$ cat src/sv/pngunf_pkg.sv
// package: shared constants, types and the paeth predictor for the png scanline unfilter
`default_nettype none
package pngunf_pkg;

	localparam int MAX_ROW_BYTES = 16384;
	localparam int ROW_ADDR_W    = $clog2(MAX_ROW_BYTES);
	localparam int COL_W         = 15;
	localparam int ROW_W         = 16;
	localparam int BPP_W         = 3;
	localparam int CFG_INDEX_W   = 2;
	localparam int CFG_DATA_W    = 16;

	localparam logic [CFG_INDEX_W-1:0] CFG_BPP        = 2'd0;
	localparam logic [CFG_INDEX_W-1:0] CFG_ROW_LENGTH = 2'd1;
	localparam logic [CFG_INDEX_W-1:0] CFG_ROW_COUNT  = 2'd2;

	localparam logic [2:0] FILT_NONE  = 3'd0;
	localparam logic [2:0] FILT_SUB   = 3'd1;
	localparam logic [2:0] FILT_UP    = 3'd2;
	localparam logic [2:0] FILT_AVG   = 3'd3;
	localparam logic [2:0] FILT_PAETH = 3'd4;

	typedef enum logic [1:0] {
		KIND_NONE,
		KIND_DATA,
		KIND_ERROR
	} beat_kind_t;

	// per-beat descriptor from the control stage to the reconstruction stage
	typedef struct packed {
		beat_kind_t            kind;
		logic                  clear;
		logic [7:0]            data;
		logic [2:0]            filt;
		logic [ROW_ADDR_W-1:0] idx;
		logic [1:0]            bpp_m1;
		logic                  has_a;
		logic                  first_row;
		logic                  row_end;
		logic                  image_end;
	} beat_t;

	function automatic logic [7:0] paeth_pick(input logic [7:0] a, input logic [7:0] b,
		input logic [7:0] c);
		logic signed [10:0] pa;
		logic signed [10:0] pb;
		logic signed [10:0] pc;
		pa = $signed({3'b000, b}) - $signed({3'b000, c});
		pb = $signed({3'b000, a}) - $signed({3'b000, c});
		pc = $signed({3'b000, a}) + $signed({3'b000, b}) - $signed({2'b00, c, 1'b0});
		if (pa < 0) pa = -pa;
		if (pb < 0) pb = -pb;
		if (pc < 0) pc = -pc;
		if (pa <= pb && pa <= pc) return a;
		if (pb <= pc) return b;
		return c;
	endfunction

endpackage
`default_nettype wire

$ cat src/sv/pngunf_recon.sv
// reconstruction stage: predictor, prior-row write-back, recent byte history and output register
`default_nettype none
module pngunf_recon (
	input  wire logic                                  clk,
	input  wire logic                                  arst_n,
	input  wire pngunf_pkg::beat_t                     desc,
	input  wire logic                                  accept,
	output      logic                                  ready,
	output      logic                                  ram_re,
	output      logic                                  ram_we,
	output      logic [pngunf_pkg::ROW_ADDR_W-1:0]     ram_waddr,
	output      logic [7:0]                            ram_wdata,
	input  wire logic [7:0]                            ram_rdata,
	output      logic                                  out_valid,
	input  wire logic                                  out_ready,
	output      logic [7:0]                            pixel_byte,
	output      logic                                  row_end,
	output      logic                                  image_end,
	output      logic                                  bad_filter
);

	logic                              vld_s1;
	logic                              err_s1;
	logic [7:0]                        x_s1;
	logic [2:0]                        filt_s1;
	logic [pngunf_pkg::ROW_ADDR_W-1:0] idx_s1;
	logic [1:0]                        bpp_m1_s1;
	logic                              has_a_s1;
	logic                              first_row_s1;
	logic                              row_end_s1;
	logic                              image_end_s1;
	logic                              fwd_s1;
	logic [7:0]                        fwd_data_s1;

	logic [7:0] rr_q [4];
	logic [7:0] ra_q [4];

	logic       out_vld_q;
	logic       advance;
	logic       load_s1;
	logic [7:0] a;
	logic [7:0] b;
	logic [7:0] c;
	logic [8:0] ab_sum;
	logic [7:0] pred;
	logic [7:0] recon;

	assign advance = !out_vld_q || out_ready;
	assign ready   = !vld_s1 || advance;
	assign load_s1 = accept && (desc.kind != pngunf_pkg::KIND_NONE);
	assign ram_re  = accept && (desc.kind == pngunf_pkg::KIND_DATA);

	always_comb begin
		b      = first_row_s1 ? 8'd0 : (fwd_s1 ? fwd_data_s1 : ram_rdata);
		a      = has_a_s1 ? rr_q[bpp_m1_s1] : 8'd0;
		c      = (has_a_s1 && !first_row_s1) ? ra_q[bpp_m1_s1] : 8'd0;
		ab_sum = {1'b0, a} + {1'b0, b};
		case (filt_s1)
			pngunf_pkg::FILT_SUB:   pred = a;
			pngunf_pkg::FILT_UP:    pred = b;
			pngunf_pkg::FILT_AVG:   pred = ab_sum[8:1];
			pngunf_pkg::FILT_PAETH: pred = pngunf_pkg::paeth_pick(a, b, c);
			default:                pred = 8'd0;
		endcase
		recon = x_s1 + pred;
	end

	assign ram_we    = vld_s1 && !err_s1 && advance;
	assign ram_waddr = idx_s1;
	assign ram_wdata = recon;

	always_ff @(posedge clk or negedge arst_n) begin
		if (!arst_n) begin
			vld_s1 <= 1'b0;
		end else if (ready) begin
			vld_s1 <= load_s1;
		end
	end

	always_ff @(posedge clk) begin
		if (load_s1) begin
			err_s1       <= desc.kind == pngunf_pkg::KIND_ERROR;
			x_s1         <= desc.data;
			filt_s1      <= desc.filt;
			idx_s1       <= desc.idx;
			bpp_m1_s1    <= desc.bpp_m1;
			has_a_s1     <= desc.has_a;
			first_row_s1 <= desc.first_row;
			row_end_s1   <= desc.row_end;
			image_end_s1 <= desc.image_end;
			// same entry written this edge: the memory returns the old byte
			fwd_s1       <= ram_we && (idx_s1 == desc.idx);
			fwd_data_s1  <= recon;
		end
	end

	always_ff @(posedge clk or negedge arst_n) begin
		if (!arst_n) begin
			for (int k = 0; k < 4; k++) begin
				rr_q[k] <= 8'd0;
				ra_q[k] <= 8'd0;
			end
		end else if (accept && desc.clear) begin
			for (int k = 0; k < 4; k++) begin
				rr_q[k] <= 8'd0;
				ra_q[k] <= 8'd0;
			end
		end else if (ram_we) begin
			for (int k = 3; k > 0; k--) begin
				rr_q[k] <= rr_q[k-1];
				ra_q[k] <= ra_q[k-1];
			end
			rr_q[0] <= recon;
			ra_q[0] <= b;
		end
	end

	always_ff @(posedge clk or negedge arst_n) begin
		if (!arst_n) begin
			out_vld_q <= 1'b0;
		end else if (advance) begin
			out_vld_q <= vld_s1;
		end
	end

	always_ff @(posedge clk) begin
		if (advance && vld_s1) begin
			pixel_byte <= err_s1 ? 8'd0 : recon;
			row_end    <= err_s1 ? 1'b0 : row_end_s1;
			image_end  <= err_s1 ? 1'b0 : image_end_s1;
			bad_filter <= err_s1;
		end
	end

	assign out_valid = out_vld_q;

endmodule
`default_nettype wire

$ cat config.mk
export PLATFORM = sky130hd
export DESIGN_NAME = pngunf_recon
export DESIGN_NICKNAME = d
export VERILOG_FILES = /design/src/sv/pngunf_pkg.sv /design/src/sv/pngunf_recon.sv
export SDC_FILE = /design/constraint.sdc
export NUM_CORES = 1
export LEC_CHECK = 0
export ABC_AREA = 1
export BUFFER_PORTS_ARGS = -buffer_cell sky130_fd_sc_hd__buf_2
export CAP_MARGIN = 20
export CORE_AREA = 2 2 135 137
export CTS_CLUSTER_DIAMETER = 200
export DETAILED_ROUTE_END_ITERATION = 12
export DIE_AREA = 0 0 137 139
export PLACE_DENSITY_LB_ADDON = 0.15
export SLEW_MARGIN = 15
export SYNTH_ARGS = -nofsm -noshare
export SYNTH_HDL_FRONTEND = slang
export SYNTH_SLANG_ARGS = --single-unit
export TNS_END_PERCENT = 50
$ cat constraint.sdc
create_clock -name clk -period 21.2 [get_ports clk]
set_clock_uncertainty 0.05 [all_clocks]
set_input_delay 2.12 -clock clk [delete_from_list [all_inputs] [get_ports clk]]
set_output_delay 2.12 -clock clk [all_outputs]
set_load 0.02 [all_outputs]
==> impl_results.md <==
- Total CTS buffers: 17
- Bufs and invs on worst path: 7
- P&R area growth vs syn: 14.10%
- Worst-path fanout max: 9
- CP max stage cell: nor3_1
- CP dominant cell by count: nand2_1
- Number of synthesized flops with an enable pin: 52
- Synth Register Bits: 118
- Cell total after placement: ~1400
- CP startpoint kind: input port
- R2R setup slack: 13.03 ns
- IR drop worst, VDD: approximately 0.000087 V
- Clock buffer depth: 2
- Most frequent cells in the layout: inv_1, nand2_1, buf_2
- Clk slew on worst S/H paths: around 0.050 ns
- CP top delay family: simple AND/OR/NAND/NOR gates
- DRT antenna net count: 0
- Commonest non-fill, non-tap cell in the layout: inv_1
- CTS tree: yes
- Slew headroom: 37.76%
- Hold Violations, Final: 0
- Tmin final: 11.17 ns
- Ys Warns: 0
- Reported leakage power: 4.800 nW
- DR pass1 iterations: 5
- Worst-Margin Slew: 0.9302 ns
- # port buffers: 82
- Worst Setup End Kind: output pin
- DRT iter0 DRCs: 475
- Routability cong.: about 0.93
- Sequential area share after synthesis: 37.38%
- Wire length per cell: 15.68 microns
- H-tree levels: 4
- Later-pin clock latency in the skew report: 0.42 ns
- Setup violators final: 0
- Final max-slew violation count: 0
- Global-route wire length before repair: roughly 36000 microns
- PwrDens: around 110 nW/um^2
- Design Power: 0.001117 W
- Crit Path Class: in2out
- Syn_area_per_cell: 7.974 sq um
- Vias in the first global route: 7302
- Distinct cell type count after synthesis: 56
- Antenna cells: 0
- CP peak stage delay: ~0.63 ns
- Die Y: 139 microns
- Largest net degree at the start of global routing: 67
- Fmax: 89.55 MHz
- Unrepaired setup endpoints after global routing: no
- Worst path arrival time: 9.00 ns
- PostCTS Resize Cnt: 0
- Fin cells: 1406
- MaxCap Viol Count: 0
- Final setup TNS: 0 ns
- Synthesized area: 8596 sq um
- Rows: slightly below 50
- Total gr overflow: 0
- Die area: about 19000 sq um
- Post-synthesis instance total: 1078
- Root buffer cell: clkbuf_16
- Top_reg_cell synth: dfrtp_1
- Num Clock Sinks: 118
- Async SR Flop Fraction: 55.93%
- Starting Density: 48.68%
- Initial antenna violation count: 0
- IO Count: 83
- Postcts setup bufs: 0
- WL final: 22050 microns
- Worst slack, placed: 10.09 ns
- Worst EP required: ~19 ns
- Vias: 7383
- Dpl hpwl: 16960 microns
- Status: complete, no violations
- Final #Nets: 1288
- Drt drc: 0
- Final worst-path setup slack: approximately 10 ns
- Hold Crit Class: reg2reg
- # hold bufs at CTS: 0
- Core Box Area: 17660 sq um
- Layout cells sized above 1: 14.70%
- DR vias/cell: 5.251
- GRT Util Overall: 24.18%
- Die width: 137 microns
- Tcrit/Tclk final: 52.67%
==> power breakdown <==
| part | total, W | switching, W | internal [W] | leakage [nW] |
|---|---|---|---|---|
| Combinational | 0.000566 | 0.000366 | 0.000199 | 3.11 |
| Sequential | 0.000274 | 0.0000104 | 0.000263 | 1.41 |
| Clock | 0.000278 | 0.000109 | 0.000169 | 0.287 |
==> flip-flops by register name (all words and copies together), names as in the netlist, 2 cells and up <==
signal	count
bpp_m1_s1	2
pixel_byte	8
ram_waddr	14
x_s1	8
rr_q	32
filt_s1	3
fwd_data_s1	8
ra_q	32
==> final timing paths <==
| kind | to | depth (start not counted) | from |
|---|---|---|---|
| setup / recovery | ram_wdata[7] | 45 | ram_rdata[7] |
| hold / removal | rr_q[7]$_DFFE_PN0P_ | 2 | rr_q[7]$_DFFE_PN0P_ |
| setup reg to reg | fwd_data_s1[7]$_DFFE_PP_ | 49 | bpp_m1_s1[1]$_DFFE_PP_ |
| hold reg to reg | rr_q[7]$_DFFE_PN0P_ | 2 | rr_q[7]$_DFFE_PN0P_ |
| max in group asynchronous | ra_q[8]$_DFFE_PN0P_ | 2 | arst_n |
| min in group asynchronous | rr_q[21]$_DFFE_PN0P_ | 2 | arst_n |
==> tightest hold or removal path, delay by kind of cell (launching register included) <==
kind	cells	cell delay [ns]
AOI/OAI and AO/OA	1	0.06
DFF	1	0.34
and+or+nand+nor	1	0.05
==> per-layer routing <==
layer / GRT usage, % / vias up / part of all wire [%] / routed length [microns]
met5: 0 / - / 0 / 0
met4: 9.929 / 0 / 3.6 / 790
met3: 4.898 / 48 / 4.7 / 1038
met2: 38.81 / 177 / 47 / 10320
met1: 31.78 / 3400 / 45 / 9903
li1: - / 3758 / - / -
==> synth_stat cells (all sizes together) (4+ instances only) <==
library cell  instances  share of area (%)
nor3                 18                1.1
xnor2                14                1.4
o21ai                75                4.4
nand2               190                8.9
or2                   4               0.29
nand3b                6               0.52
nand3                58                4.0
nand4                15                1.2
a21oi                74                4.5
fa                    8                1.9
buf                   9               0.80
edfxtp               52                 18
o22ai                54                3.9
o211ai                4               0.35
inv                 203                8.9
ha                   70                 10
clkbuf               20               0.87
xor2                 27                2.8
nor2                 78                3.8
dfrtp                66                 19
a211oi                4               0.35
==> per-stage QoR <==
| step | area [sq um] | hold slack, ns | util (%) |
|---|---|---|---|
| 2_1_floorplan | 8626 | 0.3978 | - |
| 3_3_place_gp | 9235 | 0.4118 | 52.30 |
| 3_5_place_dp | 9235 | 0.4187 | 52.30 |
| 4_1_cts | 9808 | 0.4322 | 55.55 |
| 5_1_grt | 9808 | 0.4618 | 55.55 |
| 6_report | 9808 | 0.4284 | 55.55 |
==> area by class of cell <==
| cell class | count | area (sq um) |
|---|---|---|
| repair buffers | 88 | 455.4 |
| fillers | 1680 | 7849 |
| clock buffers | 19 | 452.9 |
| flip-flops and latches | 118 | 3213 |
| inverters | 204 | 768.2 |
| clock inverters | 13 | 120.1 |
| well taps | 229 | 286.5 |
| multi-input cells | 735 | 4512 |
==> kinds of logic after synthesis <==
family          share of synthesized area (%)
compound gates                          15.36
xor+xnor                                4.178
fa+ha+maj                               12.05
buf+inv                                 10.61
flops                                   37.38
other cells                           0.08737
simple gates                            20.33
(Power assumes the default switching activity.)
