--- src/sv/pngunf_pkg.sv ---
// package: shared constants, types and the paeth predictor for the png scanline unfilter
`default_nettype none
package pngunf_pkg;

	localparam int MAX_ROW_BYTES = 16384;
	localparam int ROW_ADDR_W    = $clog2(MAX_ROW_BYTES);
	localparam int COL_W         = 15;
	localparam int ROW_W         = 16;
	localparam int BPP_W         = 3;
	localparam int CFG_INDEX_W   = 2;
	localparam int CFG_DATA_W    = 16;

	localparam logic [CFG_INDEX_W-1:0] CFG_BPP        = 2'd0;
	localparam logic [CFG_INDEX_W-1:0] CFG_ROW_LENGTH = 2'd1;
	localparam logic [CFG_INDEX_W-1:0] CFG_ROW_COUNT  = 2'd2;

	localparam logic [2:0] FILT_NONE  = 3'd0;
	localparam logic [2:0] FILT_SUB   = 3'd1;
	localparam logic [2:0] FILT_UP    = 3'd2;
	localparam logic [2:0] FILT_AVG   = 3'd3;
	localparam logic [2:0] FILT_PAETH = 3'd4;

	typedef enum logic [1:0] {
		KIND_NONE,
		KIND_DATA,
		KIND_ERROR
	} beat_kind_t;

	// per-beat descriptor from the control stage to the reconstruction stage
	typedef struct packed {
		beat_kind_t            kind;
		logic                  clear;
		logic [7:0]            data;
		logic [2:0]            filt;
		logic [ROW_ADDR_W-1:0] idx;
		logic [1:0]            bpp_m1;
		logic                  has_a;
		logic                  first_row;
		logic                  row_end;
		logic                  image_end;
	} beat_t;

	function automatic logic [7:0] paeth_pick(input logic [7:0] a, input logic [7:0] b,
		input logic [7:0] c);
		logic signed [10:0] pa;
		logic signed [10:0] pb;
		logic signed [10:0] pc;
		pa = $signed({3'b000, b}) - $signed({3'b000, c});
		pb = $signed({3'b000, a}) - $signed({3'b000, c});
		pc = $signed({3'b000, a}) + $signed({3'b000, b}) - $signed({2'b00, c, 1'b0});
		if (pa < 0) pa = -pa;
		if (pb < 0) pb = -pb;
		if (pc < 0) pc = -pc;
		if (pa <= pb && pa <= pc) return a;
		if (pb <= pc) return b;
		return c;
	endfunction

endpackage
`default_nettype wire

--- src/sv/pngunf_ctrl.sv ---
// control stage: configuration registers, row and column counters, filter and error state
`default_nettype none
module pngunf_ctrl (
	input  wire logic                                 clk,
	input  wire logic                                 arst_n,
	input  wire logic                                 cfg_wen,
	input  wire logic [pngunf_pkg::CFG_INDEX_W-1:0]   cfg_addr,
	input  wire logic [pngunf_pkg::CFG_DATA_W-1:0]    cfg_wdata,
	input  wire logic                                 accept,
	input  wire logic [7:0]                           data_byte,
	input  wire logic                                 image_start,
	output      pngunf_pkg::beat_t                    desc
);

	logic [pngunf_pkg::BPP_W-1:0] bpp_q;
	logic [pngunf_pkg::COL_W-1:0] len_q;
	logic [pngunf_pkg::ROW_W-1:0] cnt_q;

	logic [pngunf_pkg::COL_W-1:0] col_q;
	logic [pngunf_pkg::ROW_W-1:0] row_q;
	logic [2:0]                   filt_q;
	logic                         await_q;
	logic                         err_q;

	logic [1:0]                   bpp_m1;
	logic [pngunf_pkg::COL_W-1:0] last_col;
	logic [pngunf_pkg::ROW_W-1:0] last_row;
	logic [pngunf_pkg::COL_W-1:0] col0;
	logic [pngunf_pkg::ROW_W-1:0] row0;
	logic                         await0;
	logic                         err0;
	logic                         bad;
	logic                         filt_load;
	logic                         err_now;
	logic                         row_end;
	logic                         image_end;

	always_ff @(posedge clk or negedge arst_n) begin
		if (!arst_n) begin
			bpp_q <= pngunf_pkg::BPP_W'(3);
			len_q <= pngunf_pkg::COL_W'(3);
			cnt_q <= pngunf_pkg::ROW_W'(1);
		end else if (cfg_wen) begin
			case (cfg_addr)
				pngunf_pkg::CFG_BPP: begin
					bpp_q <= cfg_wdata[pngunf_pkg::BPP_W-1:0];
				end
				pngunf_pkg::CFG_ROW_LENGTH: begin
					len_q <= cfg_wdata[pngunf_pkg::COL_W-1:0];
				end
				pngunf_pkg::CFG_ROW_COUNT: begin
					cnt_q <= cfg_wdata[pngunf_pkg::ROW_W-1:0];
				end
				default: begin
				end
			endcase
		end
	end

	// effective register values
	always_comb begin
		if (bpp_q == '0) begin
			bpp_m1 = 2'd0;
		end else if (bpp_q > pngunf_pkg::BPP_W'(4)) begin
			bpp_m1 = 2'd3;
		end else begin
			bpp_m1 = 2'(bpp_q - pngunf_pkg::BPP_W'(1));
		end
		if (len_q == '0) begin
			last_col = '0;
		end else if (32'(len_q) > pngunf_pkg::MAX_ROW_BYTES) begin
			last_col = pngunf_pkg::COL_W'(pngunf_pkg::MAX_ROW_BYTES - 1);
		end else begin
			last_col = len_q - pngunf_pkg::COL_W'(1);
		end
		last_row = (cnt_q == '0) ? '0 : cnt_q - pngunf_pkg::ROW_W'(1);
	end

	always_comb begin
		col0      = image_start ? '0 : col_q;
		row0      = image_start ? '0 : row_q;
		await0    = image_start | await_q;
		err0      = image_start ? 1'b0 : err_q;
		bad       = data_byte > 8'(pngunf_pkg::FILT_PAETH);
		filt_load = !err0 && await0 && !bad;
		err_now   = err0 || (await0 && bad);
		row_end   = col0 >= last_col;
		image_end = row_end && (row0 >= last_row);
	end

	always_comb begin
		if (filt_load) begin
			desc.kind = pngunf_pkg::KIND_NONE;
		end else if (err_now) begin
			desc.kind = pngunf_pkg::KIND_ERROR;
		end else begin
			desc.kind = pngunf_pkg::KIND_DATA;
		end
		desc.clear     = image_start | filt_load;
		desc.data      = data_byte;
		desc.filt      = filt_q;
		desc.idx       = (32'(col0) < pngunf_pkg::MAX_ROW_BYTES)
			? pngunf_pkg::ROW_ADDR_W'(col0)
			: pngunf_pkg::ROW_ADDR_W'(pngunf_pkg::MAX_ROW_BYTES - 1);
		desc.bpp_m1    = bpp_m1;
		desc.has_a     = col0 >= (pngunf_pkg::COL_W'(bpp_m1) + pngunf_pkg::COL_W'(1));
		desc.first_row = row0 == '0;
		desc.row_end   = row_end;
		desc.image_end = image_end;
	end

	always_ff @(posedge clk or negedge arst_n) begin
		if (!arst_n) begin
			col_q   <= '0;
			row_q   <= '0;
			filt_q  <= pngunf_pkg::FILT_NONE;
			await_q <= 1'b1;
			err_q   <= 1'b0;
		end else if (accept) begin
			if (filt_load) begin
				filt_q  <= data_byte[2:0];
				await_q <= 1'b0;
				col_q   <= '0;
				row_q   <= row0;
				err_q   <= 1'b0;
			end else if (err_now) begin
				err_q   <= 1'b1;
				col_q   <= col0;
				row_q   <= row0;
				await_q <= await0;
			end else if (row_end) begin
				col_q   <= '0;
				await_q <= 1'b1;
				row_q   <= image_end ? '0 : row0 + pngunf_pkg::ROW_W'(1);
				err_q   <= 1'b0;
			end else begin
				col_q   <= col0 + pngunf_pkg::COL_W'(1);
				row_q   <= row0;
				await_q <= await0;
				err_q   <= 1'b0;
			end
		end
	end

endmodule
`default_nettype wire

--- config.mk ---
export PLATFORM = sky130hd
export DESIGN_NAME = pngunf_ctrl
export DESIGN_NICKNAME = d
export VERILOG_FILES = /design/src/sv/pngunf_pkg.sv /design/src/sv/pngunf_ctrl.sv
export SDC_FILE = /design/constraint.sdc
export NUM_CORES = 1
export LEC_CHECK = 0
export BUFFER_PORTS_ARGS = -buffer_cell sky130_fd_sc_hd__buf_2
export CORE_ASPECT_RATIO = 0.75
export CORE_MARGIN = 5
export CORE_UTILIZATION = 55
export DETAILED_ROUTE_END_ITERATION = 10
export GPL_ROUTABILITY_DRIVEN = 0
export PLACE_DENSITY_LB_ADDON = 0.1
export SETUP_SLACK_MARGIN = 0.5
export SLEW_MARGIN = 20
export SYNTH_ARGS = -nofsm -noshare
export SYNTH_HDL_FRONTEND = slang
export SYNTH_SLANG_ARGS = --single-unit
--- constraint.sdc ---
create_clock -name clk -period 8.04 [get_ports clk]
set_clock_uncertainty 0.05 [all_clocks]
set_input_delay 1.608 -clock clk [delete_from_list [all_inputs] [get_ports clk]]
set_output_delay 1.608 -clock clk [all_outputs]
set_load 0.05 [all_outputs]
==> impl_metrics.json, run 1 <==
{
  "outcome": "completed",
  "rsz0062_at_grt": "no",
  "cp-end-kind": "output port",
  "arrival_ps": 4550,
  "cp-startpoint": "cnt_q[7]",
  "synth_seq_area_share": 0.3242,
  "rows": 31,
  "grt_max_degree": 71,
  "grt_pass1_vias": 4711,
  "critPathKind": "reg2out",
  "fp.dieArea_um2": 11970,
  "firstDrtPassIters": 5,
  "drc_errors": 0,
  "insertedDiodeCount": 0,
  "ant_nets": 0,
  "synth_xor_area_frac": 0.03712,
  "whs_ps": 451.1,
  "stdcell_area_um2": 6063,
  "final_cells": 797,
  "synth_warnings": 0,
  "p_per_area_nw_per_um2": 191.2,
  "areaGrowthSynthToFinish_pct": 11.74,
  "port_buffers": 64,
  "sequentialPowerShare": 0.382,
  "postCtsSetupRepairBufs": 0,
  "cts_buffers": 9,
  "internal-power_w": 0.0007816,
  "grt_pass1_wl_um": 23340,
  "cts_tree": "yes",
  "clkSlewWorstSetupHoldPaths_ps": 60,
  "p_clk_frac": 0.368,
  "wl_per_cell_um": 17.46,
  "p_sw_frac": 0.3257,
  "clk_latency_ps": 340,
  "post_drt_via_cell_ratio": 6.015,
  "grt_usage": 0.2408,
  "root_buffer": "clkbuf_16",
  "tightest_slew_ps": 1062,
  "htree_levels": 3,
  "synth_edf_count": 0,
  "maxCapViolCount": 0,
  "path_max_fanout": 16,
  "core-area_um2": 9658,
  "worstPathRequired_ps": 6380,
  "slowest_stage": "or4_1",
  "synthSimpleGateAreaFrac": 0.2322,
  "critPathLaunchType": "flip-flop",
  "synth_compound_area_frac": 0.1630,
  "nNetsFinal": 735,
  "synth_top_family_by_area": "simple AND/OR/NAND/NOR gates",
  "vdd_ir_drop_max_uv": 115.5,
  "grt.overflow.total": 0,
  "pwr-share-comb": 0.250,
  "setup_tns_ps": 0,
  "fin_crit_sh": 0.7718,
  "drive_above_1_share": 0.2075,
  "synth_area_um2": 5426,
  "path_cells": "or4_1 > or3_1 > or4_1 > nand2b_1 > and2_1 > ha_1 > nand2b_1 > a2111oi_0 > a2111oi_0 > a211oi_2 > buf_4 > nor2_1 > buf_2",
  "avgSynthCellArea_um2": 8.852,
  "yosysUniqueCellTypes": 73,
  "yosys.area_share.adder": 0.1010,
  "cts_buffer_depth": 2,
  "synthMuxAreaShare": 0.08370,
  "die_w_um": 124.7,
  "io_pins": 65,
  "final-setup-viol-count": 0,
  "dp.cells": 782,
  "drv_slew": 0,
  "antenna_found_initial": 0,
  "p_switching_w": 0.0003776,
  "hp-class": "reg2reg",
  "min_from": "filt_q[2]",
  "yosys_most_used_dff": "dfrtp_1",
  "hold_viol": 0,
  "num_vias": 4794,
  "relSlewSlack": 0.2888,
  "leakage_nw": 2.924,
  "start_util": 0.5619,
  "place_ws_ps": 2187,
  "final_cell_mix": "dfrtp_1, buf_2, nand2_1",
  "worstReg2RegStart": "cnt_q[7]",
  "setup_ws_ps": 1835,
  "cts_num_sinks": 70,
  "postCtsResizedCells": 0,
  "hold_buffers": 0,
  "drt-total-wl_um": 13920,
  "max_freq_mhz": 161.1,
  "syn-instance-count": 613,
  "n_fill_cell": 843,
  "synth_seq_cells": 70,
  "synth_async_sr_flop_share": 1.000,
  "cpPeakStageDelay_ps": 570,
  "dpl_cell_area_um2": 5751,
  "drt_iter0_drc": 407,
  "min_period_ps": 6205,
  "hpwlAfterDp_um": 10220,
  "syn_nets": 687,
  "die_h_um": 96.02
}
cell families after synthesis:
logic type               Yosys count
adder cells (fa/ha/maj)           44
AO/OA/AOI/OAI                    133
multiplexers                      41
AND/OR/NAND/NOR                  237
XOR/XNOR                          23
buffers and inverters             65
flip-flops                        70
metrics by stage:
stage | utilization | power, W
2_1_floorplan | - | 0.0006592
3_3_place_gp | 0.5954 | 0.0007220
3_5_place_dp | 0.5954 | 0.0007371
4_1_cts | 0.6278 | 0.001168
5_1_grt | 0.6278 | 0.001225
6_report | 0.6278 | 0.001159
state kept, by name, summed over array words and instances (netlist names):
name,flops
cnt_q,16
col_q,15
bpp_q,3
await_q,1
err_q,1
filt_q,3
row_q,16
len_q,15
power groups by stage:
stage | combinational [W] | sequential (W) | clock (W)
2_1_floorplan | 0.000217 | 0.000442 | 0
3_3_place_gp | 0.000277 | 0.000445 | 0
3_5_place_dp | 0.000289 | 0.000448 | 0
4_1_cts | 0.000291 | 0.000442 | 0.000435
5_1_grt | 0.000325 | 0.000450 | 0.000450
6_report | 0.000289 | 0.000443 | 0.000427
critical path: cells and delay by family (launching register included):
kind	cells	cell delay, ps
and+or+nand+nor	7	2270
AOI/OAI and AO/OA	3	790
buffers and inverters	2	460
DFF	1	420
adders and majority gates	1	270
cell usage after synthesis, types with 4 or more instances:
cell / instances / area, um^2
nor2b_1: 23 / 143.9
mux2_2: 35 / 394.1
nand3_1: 12 / 60.06
xor2_1: 16 / 140.1
a31oi_1: 8 / 50.05
mux2i_1: 6 / 60.06
nor3_1: 13 / 65.06
buf_4: 10 / 75.07
nand2_1: 58 / 217.7
o21ai_0: 28 / 140.1
dfrtp_1: 64 / 1602
a32o_1: 4 / 40.04
a21oi_1: 40 / 200.2
inv_1: 32 / 120.1
a21o_1: 5 / 37.54
o31ai_1: 7 / 52.55
or4_1: 6 / 45.04
nand4_1: 8 / 50.05
and2_1: 4 / 25.02
o21a_1: 4 / 30.03
ha_1: 43 / 538.0
and4_1: 6 / 52.55
nor2_1: 49 / 183.9
or3_1: 4 / 25.02
dfstp_2: 6 / 157.7
clkbuf_1: 14 / 52.55
and3_1: 9 / 56.30
a22o_1: 10 / 87.58
xnor2_1: 7 / 61.31
nor4_1: 10 / 62.56
nand2b_1: 15 / 93.84
worst paths after layout:
kind                        endpoint  slack, ps  cells after the start
max                          desc[0]       1830                     13
min                        filt_q[2]        450                      1
max reg2reg                 row_q[9]       2600                     14
min reg2reg                filt_q[2]        450                      1
max in group asynchronous   cnt_q[7]       5890                      2
min in group asynchronous  col_q[10]       1430                      2
routing by layer:
metal | share of wire | track usage | wire (um)
met1 | 0.47 | 0.3224 | 6594
met2 | 0.47 | 0.3997 | 6524
met3 | 0.046 | 0.05435 | 646
met4 | 0.011 | 0.06204 | 151
met5 | 0 | 0 | 0
layout make-up:
cell class	count	area, um^2	share of cell area
multi-input combinational	478	3348	0.5522
sequential	70	1759	0.2901
timing repair buffer	68	350.3	0.05778
clock buffer	9	225.2	0.03714
tap	132	165.2	0.02724
inverter	34	127.6	0.02105
clock inverter	6	87.58	0.01444
(Power assumes the default switching activity.)
==> inputs of run 2 (changes only) <==
--- a/config.mk
+++ b/config.mk
@@ -5,6 +5,7 @@
 export SDC_FILE = /design/constraint.sdc
 export NUM_CORES = 1
 export LEC_CHECK = 0
+export ABC_AREA = 1
 export BUFFER_PORTS_ARGS = -buffer_cell sky130_fd_sc_hd__buf_2
 export CORE_ASPECT_RATIO = 0.75
 export CORE_MARGIN = 5
==> constraint.sdc (replaced) <==
create_clock -name clk -period 6.4 [get_ports clk]
set_clock_uncertainty 0.05 [all_clocks]
set_input_delay 1.28 -clock clk [delete_from_list [all_inputs] [get_ports clk]]
set_output_delay 1.28 -clock clk [all_outputs]
set_load 0.05 [all_outputs]
==> impl_metrics.json, run 2 <==
{
  "rsz0062_at_grt": "no",
  "grt_max_degree": 71,
  "hold_buffers": 0,
  "avgSynthCellArea_um2": 6.692,
  "tightest_slew_ps": 939.9,
  "postCtsResizedCells": 0,
  "final-setup-viol-count": 0,
  "root_buffer": "clkbuf_16",
  "port_buffers": 64,
  "r2r-end": "row_q[12]",
  "vdd_ir_drop_max_uv": 195.6,
  "num_vias": 5501,
  "p_per_area_nw_per_um2": 243.1,
  "io_pins": 65,
  "multi_input_comb_area_um2": 3187,
  "synth_warnings": 0,
  "clkSlewWorstSetupHoldPaths_ps": 60,
  "relSlewSlack": 0.3716,
  "hpwlAfterDp_um": 11230,
  "clk_latency_ps": 340,
  "regArea_um2": 1759,
  "firstDrtPassIters": 5,
  "outcome": "completed",
  "setup_ws_ps": 1161,
  "layout_commonest_cell": "nand2_1",
  "ant_nets": 0,
  "n_fill_cell": 905,
  "rrSetupSlack_ps": 2150,
  "wl_per_cell_um": 14.35,
  "dpl_cell_area_um2": 5927,
  "htree_levels": 3,
  "synthTopCellsByCount": "nand2_1, inv_1, nor2_1",
  "hold_viol": 0,
  "critPathLaunchType": "primary input",
  "fin_crit_sh": 0.8187,
  "post_drt_via_cell_ratio": 5.398,
  "grt.overflow.total": 0,
  "hp-class": "reg2reg",
  "drc_errors": 0,
  "cts_tree": "yes",
  "maxCapViolCount": 0,
  "stdcell_area_um2": 6237,
  "synth_async_sr_flop_share": 1.000,
  "antenna_found_initial": 0,
  "synth.top_cell.area_share": 0.2866,
  "die_h_um": 97.29,
  "yosys_most_used_dff": "dfrtp_1",
  "drt-total-wl_um": 14620,
  "syn-instance-count": 835,
  "drv_slew": 0,
  "insertedDiodeCount": 0,
  "drt_iter0_drc": 443,
  "min_from": "row_q[10]",
  "nNetsFinal": 956,
  "core-area_um2": 9774,
  "top_regs": "cnt_q: 16 flops, row_q: 16 flops",
  "synth_seq_cells": 70,
  "cts_buffer_depth": 2,
  "worstRegToRegCells": 21,
  "setup_tns_ps": 0,
  "holdPathStages": 2,
  "yosysMostFrequentCell": "nand2_1",
  "grt_usage": 0.2443,
  "cp-end-kind": "output port",
  "place_ws_ps": 1216,
  "yosysUniqueCellTypes": 39,
  "syn_nets": 909,
  "synth_area_leaders": "dfrtp_1, nand2_1, ha_1",
  "grt_pass1_wl_um": 24820,
  "yosys.area.top_type": "dfrtp_1",
  "rows": 31,
  "max_freq_mhz": 190.9,
  "areaGrowthSynthToFinish_pct": 11.62,
  "postCtsSetupRepairBufs": 0,
  "final_cell_mix": "nand2_1, inv_1, nor2_1",
  "drive_above_1_share": 0.1297,
  "die_w_um": 126.4,
  "min_period_ps": 5239,
  "synth_edf_count": 0,
  "fp.dieArea_um2": 12300,
  "synth_seq_area_share": 0.3148,
  "critPathKind": "in2out",
  "start_util": 0.5717,
  "cts_num_sinks": 70,
  "worstReg2RegStart": "len_q[9]",
  "arrival_ps": 3910,
  "cts_buffers": 9,
  "grt_pass1_vias": 5185,
  "synth_area_um2": 5588,
  "design_power_total_w": 0.001516,
  "leakage_nw": 3.382,
  "worstPathRequired_ps": 5070,
  "path_max_fanout": 24,
  "min_to": "row_q[10]"
}
## run 2: how the worst max path moves through the flow
stage | start | to | slack [ps] | cells after the start
finish | image_start | desc[0] | 1160 | 15
CTS | image_start | desc[0] | 1200 | 15
floorplan | bpp_q[0] | desc[3] | 1530 | 8
global route | len_q[9] | desc[0] | 870 | 19
detailed placement | image_start | desc[0] | 1220 | 15
global placement | image_start | desc[0] | 1300 | 15
## run 2: metrics by stage
step	util	hold slack (ps)	cells
after floorplan	-	399.1	835
after CTS	0.6381	433.3	1019
after global routing	0.6381	463.3	1019
final	0.6381	430.3	1019
after detailed placement	0.6064	417.5	1003
after global placement	0.6064	416.3	1003
## run 2: area by class of cell
| class | instances | share of cell area |
|---|---|---|
| clock buffers | 11 | 0.04052 |
| clock inverters | 5 | 0.009228 |
| inverters | 128 | 0.07703 |
| multi-input cells | 607 | 0.5109 |
| flip-flops and latches | 70 | 0.2820 |
| well taps | 132 | 0.02648 |
| repair buffers | 66 | 0.05376 |
## run 2: cells by family (layout without fill, tap and decap cells)
logic type,count (synthesis),count (layout),share of synthesized area
compound gates,120,120,0.1158
xor+xnor,16,16,0.02508
fa+ha+maj,43,43,0.09628
buf+inv,158,210,0.1149
flops,70,70,0.3148
mux,3,3,0.006045
simple gates,425,425,0.3271
## run 2: where the power goes
| part | leakage, nW | internal (W) | total [W] | switching, W |
|---|---|---|---|---|
| Combinational | 2.34 | 0.000146 | 0.000459 | 0.000313 |
| Sequential | 0.902 | 0.000489 | 0.000533 | 0.0000438 |
| Clock | 0.144 | 0.000322 | 0.000524 | 0.000202 |
| Total | 3.38 | 0.000957 | 0.00152 | 0.000559 |
## run 2: routing by layer
metal  part of all wire  up-vias  track usage
met3              0.079       21      0.05440
met4              0.015        0      0.06678
met5                  0        -            0
li1                   -     2775            -
met2               0.43      208       0.3654
met1               0.48     2497       0.3548
## run 2: critical path: stages
cell,delay (ps)
buf_2,450
inv_2,240
nand2_1,110
buf_4,220
inv_1,90
ha_1,330
nand2_1,90
nor2_1,50
nand2_1,50
nor2_1,40
nor2_1,130
nand3_1,390
nand2_1,180
inv_1,40
buf_2,200
